### src/aes_pkg.sv
// shared types, constants and functions for the aes block cipher
package aes_pkg;

    localparam int BlockWidth   = 128;
    localparam int CfgDataWidth = 64;
    localparam int CfgIdxWidth  = 3;
    localparam int NumCfgRegs   = 5;
    localparam int KeyStoreDepth = 60;

    localparam logic [CfgIdxWidth-1:0] REG_KEY_LENGTH = 3'd0;
    localparam logic [CfgIdxWidth-1:0] REG_KEY_WORD_0 = 3'd1;
    localparam logic [CfgIdxWidth-1:0] REG_KEY_WORD_1 = 3'd2;
    localparam logic [CfgIdxWidth-1:0] REG_KEY_WORD_2 = 3'd3;
    localparam logic [CfgIdxWidth-1:0] REG_KEY_WORD_3 = 3'd4;

    localparam logic [1:0] KEY_LEN_128 = 2'd0;
    localparam logic [1:0] KEY_LEN_192 = 2'd1;
    localparam logic [1:0] KEY_LEN_256 = 2'd2;

    localparam logic OP_ENCRYPT = 1'b0;
    localparam logic OP_DECRYPT = 1'b1;

    typedef enum logic [2:0] {
        ST_IDLE,
        ST_EXPAND,
        ST_FIRST,
        ST_LOAD,
        ST_ROUND,
        ST_DONE
    } aes_state_t;

    // controller to datapath commands
    typedef struct packed {
        logic       load_block;
        logic       key_seed;
        logic       key_step;
        logic [5:0] key_waddr;
        logic       key_we;
        logic [5:0] key_raddr;
        logic       do_first;
        logic       do_round;
        logic       last_round;
        logic       out_load;
    } aes_cmd_t;

    typedef struct packed {
        logic out_valid;
    } aes_status_t;

    function automatic logic [7:0] xt(input logic [7:0] x);
        xt = {x[6:0], 1'b0} ^ (x[7] ? 8'h1b : 8'h00);
    endfunction

    function automatic logic [7:0] sbox(input logic [7:0] x);
        logic [7:0] t [256];
        t = '{
        8'h63,8'h7c,8'h77,8'h7b,8'hf2,8'h6b,8'h6f,8'hc5,8'h30,8'h01,8'h67,8'h2b,8'hfe,8'hd7,8'hab,8'h76,
        8'hca,8'h82,8'hc9,8'h7d,8'hfa,8'h59,8'h47,8'hf0,8'had,8'hd4,8'ha2,8'haf,8'h9c,8'ha4,8'h72,8'hc0,
        8'hb7,8'hfd,8'h93,8'h26,8'h36,8'h3f,8'hf7,8'hcc,8'h34,8'ha5,8'he5,8'hf1,8'h71,8'hd8,8'h31,8'h15,
        8'h04,8'hc7,8'h23,8'hc3,8'h18,8'h96,8'h05,8'h9a,8'h07,8'h12,8'h80,8'he2,8'heb,8'h27,8'hb2,8'h75,
        8'h09,8'h83,8'h2c,8'h1a,8'h1b,8'h6e,8'h5a,8'ha0,8'h52,8'h3b,8'hd6,8'hb3,8'h29,8'he3,8'h2f,8'h84,
        8'h53,8'hd1,8'h00,8'hed,8'h20,8'hfc,8'hb1,8'h5b,8'h6a,8'hcb,8'hbe,8'h39,8'h4a,8'h4c,8'h58,8'hcf,
        8'hd0,8'hef,8'haa,8'hfb,8'h43,8'h4d,8'h33,8'h85,8'h45,8'hf9,8'h02,8'h7f,8'h50,8'h3c,8'h9f,8'ha8,
        8'h51,8'ha3,8'h40,8'h8f,8'h92,8'h9d,8'h38,8'hf5,8'hbc,8'hb6,8'hda,8'h21,8'h10,8'hff,8'hf3,8'hd2,
        8'hcd,8'h0c,8'h13,8'hec,8'h5f,8'h97,8'h44,8'h17,8'hc4,8'ha7,8'h7e,8'h3d,8'h64,8'h5d,8'h19,8'h73,
        8'h60,8'h81,8'h4f,8'hdc,8'h22,8'h2a,8'h90,8'h88,8'h46,8'hee,8'hb8,8'h14,8'hde,8'h5e,8'h0b,8'hdb,
        8'he0,8'h32,8'h3a,8'h0a,8'h49,8'h06,8'h24,8'h5c,8'hc2,8'hd3,8'hac,8'h62,8'h91,8'h95,8'he4,8'h79,
        8'he7,8'hc8,8'h37,8'h6d,8'h8d,8'hd5,8'h4e,8'ha9,8'h6c,8'h56,8'hf4,8'hea,8'h65,8'h7a,8'hae,8'h08,
        8'hba,8'h78,8'h25,8'h2e,8'h1c,8'ha6,8'hb4,8'hc6,8'he8,8'hdd,8'h74,8'h1f,8'h4b,8'hbd,8'h8b,8'h8a,
        8'h70,8'h3e,8'hb5,8'h66,8'h48,8'h03,8'hf6,8'h0e,8'h61,8'h35,8'h57,8'hb9,8'h86,8'hc1,8'h1d,8'h9e,
        8'he1,8'hf8,8'h98,8'h11,8'h69,8'hd9,8'h8e,8'h94,8'h9b,8'h1e,8'h87,8'he9,8'hce,8'h55,8'h28,8'hdf,
        8'h8c,8'ha1,8'h89,8'h0d,8'hbf,8'he6,8'h42,8'h68,8'h41,8'h99,8'h2d,8'h0f,8'hb0,8'h54,8'hbb,8'h16};
        sbox = t[x];
    endfunction

    function automatic logic [7:0] sbox_rev(input logic [7:0] x);
        logic [7:0] t [256];
        t = '{
        8'h52,8'h09,8'h6a,8'hd5,8'h30,8'h36,8'ha5,8'h38,8'hbf,8'h40,8'ha3,8'h9e,8'h81,8'hf3,8'hd7,8'hfb,
        8'h7c,8'he3,8'h39,8'h82,8'h9b,8'h2f,8'hff,8'h87,8'h34,8'h8e,8'h43,8'h44,8'hc4,8'hde,8'he9,8'hcb,
        8'h54,8'h7b,8'h94,8'h32,8'ha6,8'hc2,8'h23,8'h3d,8'hee,8'h4c,8'h95,8'h0b,8'h42,8'hfa,8'hc3,8'h4e,
        8'h08,8'h2e,8'ha1,8'h66,8'h28,8'hd9,8'h24,8'hb2,8'h76,8'h5b,8'ha2,8'h49,8'h6d,8'h8b,8'hd1,8'h25,
        8'h72,8'hf8,8'hf6,8'h64,8'h86,8'h68,8'h98,8'h16,8'hd4,8'ha4,8'h5c,8'hcc,8'h5d,8'h65,8'hb6,8'h92,
        8'h6c,8'h70,8'h48,8'h50,8'hfd,8'hed,8'hb9,8'hda,8'h5e,8'h15,8'h46,8'h57,8'ha7,8'h8d,8'h9d,8'h84,
        8'h90,8'hd8,8'hab,8'h00,8'h8c,8'hbc,8'hd3,8'h0a,8'hf7,8'he4,8'h58,8'h05,8'hb8,8'hb3,8'h45,8'h06,
        8'hd0,8'h2c,8'h1e,8'h8f,8'hca,8'h3f,8'h0f,8'h02,8'hc1,8'haf,8'hbd,8'h03,8'h01,8'h13,8'h8a,8'h6b,
        8'h3a,8'h91,8'h11,8'h41,8'h4f,8'h67,8'hdc,8'hea,8'h97,8'hf2,8'hcf,8'hce,8'hf0,8'hb4,8'he6,8'h73,
        8'h96,8'hac,8'h74,8'h22,8'he7,8'had,8'h35,8'h85,8'he2,8'hf9,8'h37,8'he8,8'h1c,8'h75,8'hdf,8'h6e,
        8'h47,8'hf1,8'h1a,8'h71,8'h1d,8'h29,8'hc5,8'h89,8'h6f,8'hb7,8'h62,8'h0e,8'haa,8'h18,8'hbe,8'h1b,
        8'hfc,8'h56,8'h3e,8'h4b,8'hc6,8'hd2,8'h79,8'h20,8'h9a,8'hdb,8'hc0,8'hfe,8'h78,8'hcd,8'h5a,8'hf4,
        8'h1f,8'hdd,8'ha8,8'h33,8'h88,8'h07,8'hc7,8'h31,8'hb1,8'h12,8'h10,8'h59,8'h27,8'h80,8'hec,8'h5f,
        8'h60,8'h51,8'h7f,8'ha9,8'h19,8'hb5,8'h4a,8'h0d,8'h2d,8'he5,8'h7a,8'h9f,8'h93,8'hc9,8'h9c,8'hef,
        8'ha0,8'he0,8'h3b,8'h4d,8'hae,8'h2a,8'hf5,8'hb0,8'hc8,8'heb,8'hbb,8'h3c,8'h83,8'h53,8'h99,8'h61,
        8'h17,8'h2b,8'h04,8'h7e,8'hba,8'h77,8'hd6,8'h26,8'he1,8'h69,8'h14,8'h63,8'h55,8'h21,8'h0c,8'h7d};
        sbox_rev = t[x];
    endfunction

endpackage

### src/aes_ctrl.sv
// controller: key expansion sequencing and round sequencing
module aes_ctrl (
    input  logic                  clk,
    input  logic                  rst_n,
    input  logic                  cfg_write,
    input  logic [1:0]            key_len,
    input  logic                  in_valid,
    input  logic                  in_op,
    output logic                  in_ready,
    input  logic                  out_ready,
    input  aes_pkg::aes_status_t  status,
    output aes_pkg::aes_cmd_t     cmd,
    output logic                  busy
);
    aes_pkg::aes_state_t state_reg, state_next;
    logic       sched_ok_reg, sched_ok_next;
    logic [5:0] idx_reg, idx_next;
    logic [3:0] rnd_reg, rnd_next;
    logic       op_reg, op_next;
    logic [5:0] total;
    logic [3:0] nr;

    always_comb
    begin
        case (key_len)
            aes_pkg::KEY_LEN_128: nr = 4'd10;
            aes_pkg::KEY_LEN_192: nr = 4'd12;
            default:              nr = 4'd14;
        endcase
        total = {nr, 2'b00} + 6'd4;
    end

    always_ff @(posedge clk or negedge rst_n)
    begin
        if (!rst_n)
        begin
            state_reg    <= aes_pkg::ST_IDLE;
            sched_ok_reg <= 1'b0;
            idx_reg      <= '0;
            rnd_reg      <= '0;
            op_reg       <= 1'b0;
        end
        else
        begin
            state_reg    <= state_next;
            sched_ok_reg <= sched_ok_next;
            idx_reg      <= idx_next;
            rnd_reg      <= rnd_next;
            op_reg       <= op_next;
        end
    end

    // key address for round r
    function automatic logic [5:0] kaddr(input logic [3:0] r, input logic [1:0] c);
        kaddr = {r, c};
    endfunction

    always_comb
    begin
        state_next    = state_reg;
        sched_ok_next = sched_ok_reg;
        idx_next      = idx_reg;
        rnd_next      = rnd_reg;
        op_next       = op_reg;
        cmd           = '0;
        in_ready      = 1'b0;
        busy          = (state_reg != aes_pkg::ST_IDLE);
        case (state_reg)
            aes_pkg::ST_IDLE:
            begin
                if (!cfg_write)
                begin
                    if (!sched_ok_reg)
                    begin
                        state_next = aes_pkg::ST_EXPAND;
                        idx_next   = '0;
                        cmd.key_seed = 1'b1;
                    end
                    else
                    begin
                        in_ready = 1'b1;
                        if (in_valid)
                        begin
                            cmd.load_block = 1'b1;
                            op_next  = in_op;
                            rnd_next = (in_op == aes_pkg::OP_DECRYPT) ? nr : 4'd0;
                            idx_next = '0;
                            state_next = aes_pkg::ST_LOAD;
                        end
                    end
                end
            end
            aes_pkg::ST_EXPAND:
            begin
                // one schedule word per cycle, written from the datapath's window
                cmd.key_we    = 1'b1;
                cmd.key_waddr = idx_reg;
                cmd.key_step  = 1'b1;
                idx_next = idx_reg + 6'd1;
                if (idx_reg == total - 6'd1)
                begin
                    sched_ok_next = 1'b1;
                    state_next    = aes_pkg::ST_IDLE;
                end
            end
            aes_pkg::ST_LOAD:
            begin
                // fetch the four words of the current round key, one per cycle
                cmd.key_raddr = kaddr(rnd_reg, idx_reg[1:0]);
                idx_next = idx_reg + 6'd1;
                if (idx_reg[1:0] == 2'd3)
                begin
                    idx_next   = '0;
                    state_next = aes_pkg::ST_ROUND;
                end
            end
            aes_pkg::ST_ROUND:
            begin
                // key words arrive registered; last one lands this cycle
                if (rnd_reg == ((op_reg == aes_pkg::OP_DECRYPT) ? nr : 4'd0))
                begin
                    cmd.do_first = 1'b1;
                end
                else
                begin
                    cmd.do_round   = 1'b1;
                    cmd.last_round = (op_reg == aes_pkg::OP_DECRYPT) ?
                                     (rnd_reg == 4'd0) : (rnd_reg == nr);
                end
                if (cmd.last_round)
                begin
                    state_next = aes_pkg::ST_DONE;
                end
                else
                begin
                    rnd_next   = (op_reg == aes_pkg::OP_DECRYPT) ? rnd_reg - 4'd1
                                                                 : rnd_reg + 4'd1;
                    state_next = aes_pkg::ST_LOAD;
                end
            end
            aes_pkg::ST_DONE:
            begin
                // output register free, or its word leaves this cycle
                if (!status.out_valid || out_ready)
                begin
                    cmd.out_load = 1'b1;
                    state_next   = aes_pkg::ST_IDLE;
                end
            end
            default:
            begin
                state_next = aes_pkg::ST_IDLE;
            end
        endcase
        if (cfg_write)
        begin
            sched_ok_next = 1'b0;
            // a key write during expansion restarts it
            if (state_reg == aes_pkg::ST_EXPAND)
            begin
                state_next = aes_pkg::ST_IDLE;
            end
        end
    end
endmodule

### config.mk
export PLATFORM = sky130hd
export DESIGN_NAME = aes_ctrl
export DESIGN_NICKNAME = d
export VERILOG_FILES = /design/src/aes_pkg.sv /design/src/aes_ctrl.sv
export SDC_FILE = /design/constraint.sdc
export NUM_CORES = 1
export LEC_CHECK = 0
export BUFFER_PORTS_ARGS = -buffer_cell sky130_fd_sc_hd__buf_2
export CORE_MARGIN = 2
export CORE_UTILIZATION = 45
export DETAILED_ROUTE_END_ITERATION = 8
export GPL_TIMING_DRIVEN = 0
export PLACE_DENSITY = 0.72
export SYNTH_ARGS = -nofsm -noshare
export SYNTH_HDL_FRONTEND = slang
export SYNTH_SLANG_ARGS = --single-unit
### constraint.sdc
create_clock -name clk -period 1.8 [get_ports clk]
set_input_delay 0 -clock clk [delete_from_list [all_inputs] [get_ports clk]]
set_output_delay 0 -clock clk [all_outputs]
set_load 0.05 [all_outputs]
==> impl_metrics.yaml, run 1 <==
die:
  io_pins: 31
  rows: 18
  die_h_um: 55.4
  fp.coreArea_mm2: 0.00250
  design.die.area_mm2: 0.00307
  initial_utilization_pct: 47.6
  die_w_um: 55.4
place:
  hpwl_mm: 2.22
  dp_cells: 204
  portBuffers: 30
  gp_congestion: 0.814
timing:
  tightest_slew_ns: 0.538
  setup_violations: 7
  hold_viol_final: 0
  slew_headroom_pct: 64.2
  rsz0062_at_grt: "yes"
  period_share_pct: 106
  fmax_mhz: 524
  slew_viol_final: 0
  post-route-min-period_ns: 1.91
  worst_slack_ns: -0.108
  fin_setup_tns_ns: -0.440
  clock_skew_ns: 0.00378
clock_network:
  cts_root_buf: "clkbuf_4"
  numCtsBuffers: 3
  h-tree-depth: 1
  clk_pin_slew_ns: 0.10
  cts_buffer_depth: 2
  worstSkewPairLatency_ns: 0.30
  cts.sinks: 15
  cts_tree: "done"
synth:
  synth_top_area_share_pct: 31.5
  yosysTopAreaCell: "dfrtp_1"
  synth.most_common_cell: "nand2_1"
  ys_seq_area_share_pct: 31.5
  syn_area_per_cell_um2: 8.26
  ys.warnings.count: 0
  synth_nets: 158
  synthFlopType: "dfrtp_1"
  synthTopCellsByCount: "nand2_1 (16), dfrtp_1 (15), nor2_1 (11), inv_1 (8)"
  synth_cell_types: 44
  syn_area_mm2: 0.00119
  synthTopCellsByArea: "dfrtp_1 (32%), nand2_1 (5.0%), ha_1 (4.2%)"
  synth_compound_area_share_pct: 23.8
  synthCells: 144
  synth-seq-cells: 15
  synth_top_family_by_area: "simple AND/OR/NAND/NOR gates"
  muxShareOfSynthArea_pct: 1.79
  yosys.area_share.simple_pct: 28.2
  synth_xor_area_share_pct: 1.47
  synth_adder_area_share_pct: 5.89
  synth_edf_count: 0
  ys_async_sr_fraction_pct: 100
route:
  wl_per_cell_um: 14.4
  drt_pass1_iterations: 4
  vias: 1253
  ant_nets: 0
  drtIter0Drc: 39
  routed_wl_mm: 3.22
  drcViolationCount: 0
  viasPerCell: 5.59
global_routing:
  grt_overflow: 0
  grt_max_degree: 16
  grt_pass1_vias: 1185
  antenna_found_initial: 0
  grt_pass1_wl_mm: 5.31
  grt_usage_pct: 21.2
setup_path:
  worstSetupEndpointType: "primary output"
  cp.required_ns: 1.80
  crit_type: "reg2out"
  path_max_fanout: 6
  start_kind: "flip-flop"
  cp.arrival_ns: 1.91
layout:
  instances_no_fill: 224
  layout-drive-gt1-share_pct: 38.1
  largest_reg_flops: 6
  antenna_cells: 0
  fin_nets: 209
  final_core_util_pct: 66.9
  syn_to_final_growth_pct: 40.6
power_and_ir_drop:
  powerDensity_mw_per_mm2: 352
  power.leakage_uw: 0.000802
  p_sw_uw: 148
  clkPwrFrac_pct: 35.7
  p_int_uw: 440
  swShare_pct: 25.2
  ir_drop_uv: 290
  seq_power_share_pct: 57.2
  share_comb_of_total_power_pct: 7.0
run_status:
  violations: "negative setup slack"
  outcome: "finished with violations"
min_path:
  hp-class: "in2reg"
run:
  drv_cap: 0
[power by group through the flow]
stage,Sequential [uW],Clock [uW],Combinational (uW)
final,337,210,41.5
after global routing,337,225,46.8
after CTS,337,216,36.0
after detailed placement,343,0,32.5
after global placement,343,0,30.8
after floorplan,343,0,10.0
[layer usage]
layer	global-route usage (%)	up-vias	routed length, um
li1	-	613	-
met1	27.8	605	1400
met2	36.1	27	1660
met3	2.34	8	106
met4	7.32	0	48
met5	0	-	0
[final cells by class]
type	count	area [um^2]
plain buffers	8	57.6
repair buffers	46	323
flip-flops and latches	15	375
clock buffers	4	26.3
inverters	10	40.0
multi-input cells	111	813
well taps	30	37.5
fillers	230	827
[worst max-delay path: stages, from the launching register on]
cell     delay, ns
dfrtp_1       0.41
buf_6         0.13
or4b_4        0.54
a21oi_4       0.16
nand2_2       0.09
nor2_4        0.12
buf_8         0.16
[placed cells by master, fill, tap and decap left out, types with 2 or more instances in the layout]
cell	Yosys	routed
dlygate4sd3_1	0	2
nand2_1	16	15
dfrtp_1	15	15
nor3_2	1	2
nor2_1	11	9
a31o_1	2	2
ha_1	4	4
nand3_1	3	3
nor3_1	5	4
a22o_1	3	3
and3_1	5	5
buf_4	1	13
nand3b_1	2	2
o21ai_0	3	3
clkbuf_1	4	3
a21oi_1	7	7
buf_6	2	8
a31oi_1	2	2
o21ai_1	6	6
xnor2_1	2	2
clkbuf_4	0	7
and2_1	7	7
a21o_1	2	2
a21oi_4	2	2
o221ai_2	0	2
nor2b_1	6	5
inv_1	8	8
buf_2	1	23
[final timing paths]
| kind | start | slack, ns | endpoint | depth (start not counted) |
|---|---|---|---|---|
| setup / recovery | rnd_reg[1]$_DFFE_PN0P_ | -0.11 | cmd[1] | 6 |
| hold / removal | in_op | 0.09 | op_reg$_DFFE_PN0P_ | 3 |
| setup reg to reg | rnd_reg[1]$_DFFE_PN0P_ | -0.10 | rnd_reg[3]$_DFFE_PN0P_ | 7 |
| hold reg to reg | idx_reg[5]$_DFFE_PN0P_ | 0.53 | idx_reg[5]$_DFFE_PN0P_ | 1 |
| max in group asynchronous | rst_n | 1.41 | idx_reg[3]$_DFFE_PN0P_ | 2 |
| min in group asynchronous | rst_n | 0.14 | state_reg[0]$_DFF_PN0_ | 2 |
[cells by family after synthesis]
| group | after synthesis |
|---|---|
| and+or+nand+nor | 63 |
| adders and majority gates | 5 |
| DFF | 15 |
| AOI/OAI and AO/OA | 39 |
| xor gates and xnor gates | 2 |
| buffers and inverters | 18 |
| muxes | 2 |
[stage by stage]
stage / setup slack, ns / hold slack (ns) / instance area, um^2 / power, uW
detailed placement: -0.0402 / -0.0673 / 1400 / 376
finish: -0.108 / 0.0942 / 1670 / 588
floorplan: -0.0466 / -0.296 / 1210 / 353
CTS: -0.128 / 0.0222 / 1540 / 589
global placement: -0.0143 / -0.0767 / 1400 / 374
global route: -0.172 / 0.105 / 1670 / 608
[timing repair]
| action | in CTS | in global routing |
|---|---|---|
| cloned | 0 | 0 |
| hold buffers | 2 | 0 |
| buffers inserted | 7 | 7 |
| gates resized for setup | 13 | 20 |
| endpoints found under the hold margin | 16 | 0 |
| pin swaps | 7 | 10 |
| endpoints found under the setup margin | 9 | 19 |
(Power assumes the default switching activity.)
==> run 2, diff against run 1 <==
Settings changed: CORE_MARGIN 2 to unset.
==> impl_metrics.yaml, run 2 (synthesis gave the netlist of run 1 again) <==
run_status:
  outcome: "finished with violations"
  violations: "negative setup slack"
die:
  io_pins: 31
  fp.coreArea_mm2: 0.00248
  die_w_um: 53.4
  die_h_um: 53.4
  design.die.area_mm2: 0.00285
  initial_utilization_pct: 48.0
  rows: 18
clock_network:
  clk_pin_slew_ns: 0.09
  cts.sinks: 15
  cts_buffer_depth: 2
  cts_tree: "done"
  worstSkewPairLatency_ns: 0.29
  cts_root_buf: "clkbuf_4"
  h-tree-depth: 1
  numCtsBuffers: 3
route:
  ant_nets: 0
  vias: 1217
  drtIter0Drc: 36
  viasPerCell: 5.61
  drt_pass1_iterations: 4
  wl_per_cell_um: 14.1
  routed_wl_mm: 3.07
  drcViolationCount: 0
power_and_ir_drop:
  share_comb_of_total_power_pct: 6.4
  power.leakage_uw: 0.000735
  swShare_pct: 23.7
  p_sw_uw: 136
  p_int_uw: 438
  powerDensity_mw_per_mm2: 369
  clkPwrFrac_pct: 35.0
  seq_power_share_pct: 58.6
  ir_drop_uv: 529
timing:
  fmax_mhz: 543
  post-route-min-period_ns: 1.84
  clock_skew_ns: 0.00101
  hold_slack_ns: 0.0618
  slew_headroom_pct: 67.0
  period_share_pct: 102
  rsz0062_at_grt: "yes"
  hold_viol_final: 0
  tightest_slew_ns: 0.495
  slew_viol_final: 0
  setup_violations: 5
  worst_slack_ns: -0.0411
layout:
  instances_no_fill: 217
  final_common_cell: "buf_2"
  layout_common_cells: "buf_2 (24), nand2_1 (15), dfrtp_1 (13)"
  fin_nets: 202
  antenna_cells: 0
  largest_reg_flops: 6
  layout-drive-gt1-share_pct: 34.8
  syn_to_final_growth_pct: 30.7
  finalInstanceArea_mm2: 0.00156
setup_path:
  crit_family: "simple AND/OR/NAND/NOR gates"
  crit_path_max_incr_delay_ns: 0.49
  path_buf_inv: 2
  cp_slowest_cell: "or4b_4"
  crit_type: "reg2out"
  path_max_fanout: 5
  cp.arrival_ns: 1.84
  path_depth: 6
  cp.required_ns: 1.80
  start_kind: "flip-flop"
  crit_top_cell: "buf_6"
  worst_r2r_path_depth: 6
  worstSetupEndpointType: "primary output"
  crit_chain: "buf_6 -> or4b_4 -> a21oi_4 -> nand2_2 -> nor2_4 -> buf_6"
global_routing:
  grt_pass1_wl_mm: 4.78
  grt_pass1_vias: 1038
  grt_overflow: 0
  grt_max_degree: 16
  grt_usage_pct: 23.7
  antenna_found_initial: 0
place:
  gp_congestion: 0.835
  portBuffers: 30
  place_ws_ns: -0.0236
  dp_cells: 204
  place_area_mm2: 0.00140
  hpwl_mm: 2.15
run:
  drv_cap: 0
min_path:
  min_path_cells: 3
  hp-class: "in2reg"
## run 2: cell count changes in the layout (fill, tap and decap cells not counted), moves of 2 or more
cell	change
buf_6	-4
dfrtp_2	+2
o221ai_2	-2
dfrtp_1	-2
o221ai_1	+2
## run 2: path summary, 6_finish.rpt
path,start,to,slack [ns]
setup / recovery,rnd_reg[1]$_DFFE_PN0P_,cmd[1],-0.04
hold / removal,in_op,op_reg$_DFFE_PN0P_,0.06
setup reg to reg,op_reg$_DFFE_PN0P_,rnd_reg[0]$_DFFE_PN0P_,-0.04
hold reg to reg,idx_reg[5]$_DFFE_PN0P_,idx_reg[5]$_DFFE_PN0P_,0.51
max in group asynchronous,rst_n,state_reg[0]$_DFF_PN0_,1.40
min in group asynchronous,rst_n,idx_reg[5]$_DFFE_PN0P_,0.13
## run 2: power by group through the flow
stage | sequential (uW) | clock [uW] | combinational, uW
floorplan | 343 | 0 | 10.0
global placement | 343 | 0 | 30.6
detailed placement | 343 | 0 | 32.0
CTS | 337 | 203 | 35.3
global route | 337 | 218 | 41.7
finish | 337 | 201 | 36.8
## run 2: layer usage
| layer | vias up | routed length [um] | GRT usage [%] |
|---|---|---|---|
| met5 | - | 0 | 0 |
| li1 | 596 | - | - |
| met3 | 4 | 213 | 6.32 |
| met1 | 571 | 1380 | 31.9 |
| met2 | 46 | 1440 | 37.3 |
| met4 | 0 | 31 | 5.70 |
## run 2: stage by stage
stage,power [uW],setup TNS (ns),utilization [%]
after floorplan,353,-0.0466,-
after global placement,374,-0.00478,56.5
after detailed placement,375,-0.0291,56.5
after CTS,575,-0.195,60.6
after global routing,596,-0.808,62.8
final,574,-0.157,62.8
## run 2: cell type report
| type | count | area, um^2 |
|---|---|---|
| fillers | 244 | 922 |
| multi-input cells | 111 | 767 |
| flip-flops and latches | 15 | 378 |
| repair buffers | 40 | 255 |
| plain buffers | 7 | 51.3 |
| inverters | 10 | 40.0 |
| well taps | 30 | 37.5 |
| clock buffers | 4 | 26.3 |
## run 2: what timing repair did
item	4_1_cts	5_1_grt
setup buffers	4	3
hold endpoints to repair	16	0
pin swaps	3	11
gates resized for setup	10	16
setup endpoints to repair	8	19
cloned	0	1
hold buffers	2	0
## run 2: worst reg2reg max path, cell delays in order, from the launching register on
cell	delay (ns)
dfrtp_1	0.42
buf_6	0.15
a31o_1	0.18
a311o_1	0.38
a21oi_4	0.27
nor2_2	0.07
mux2_2	0.26
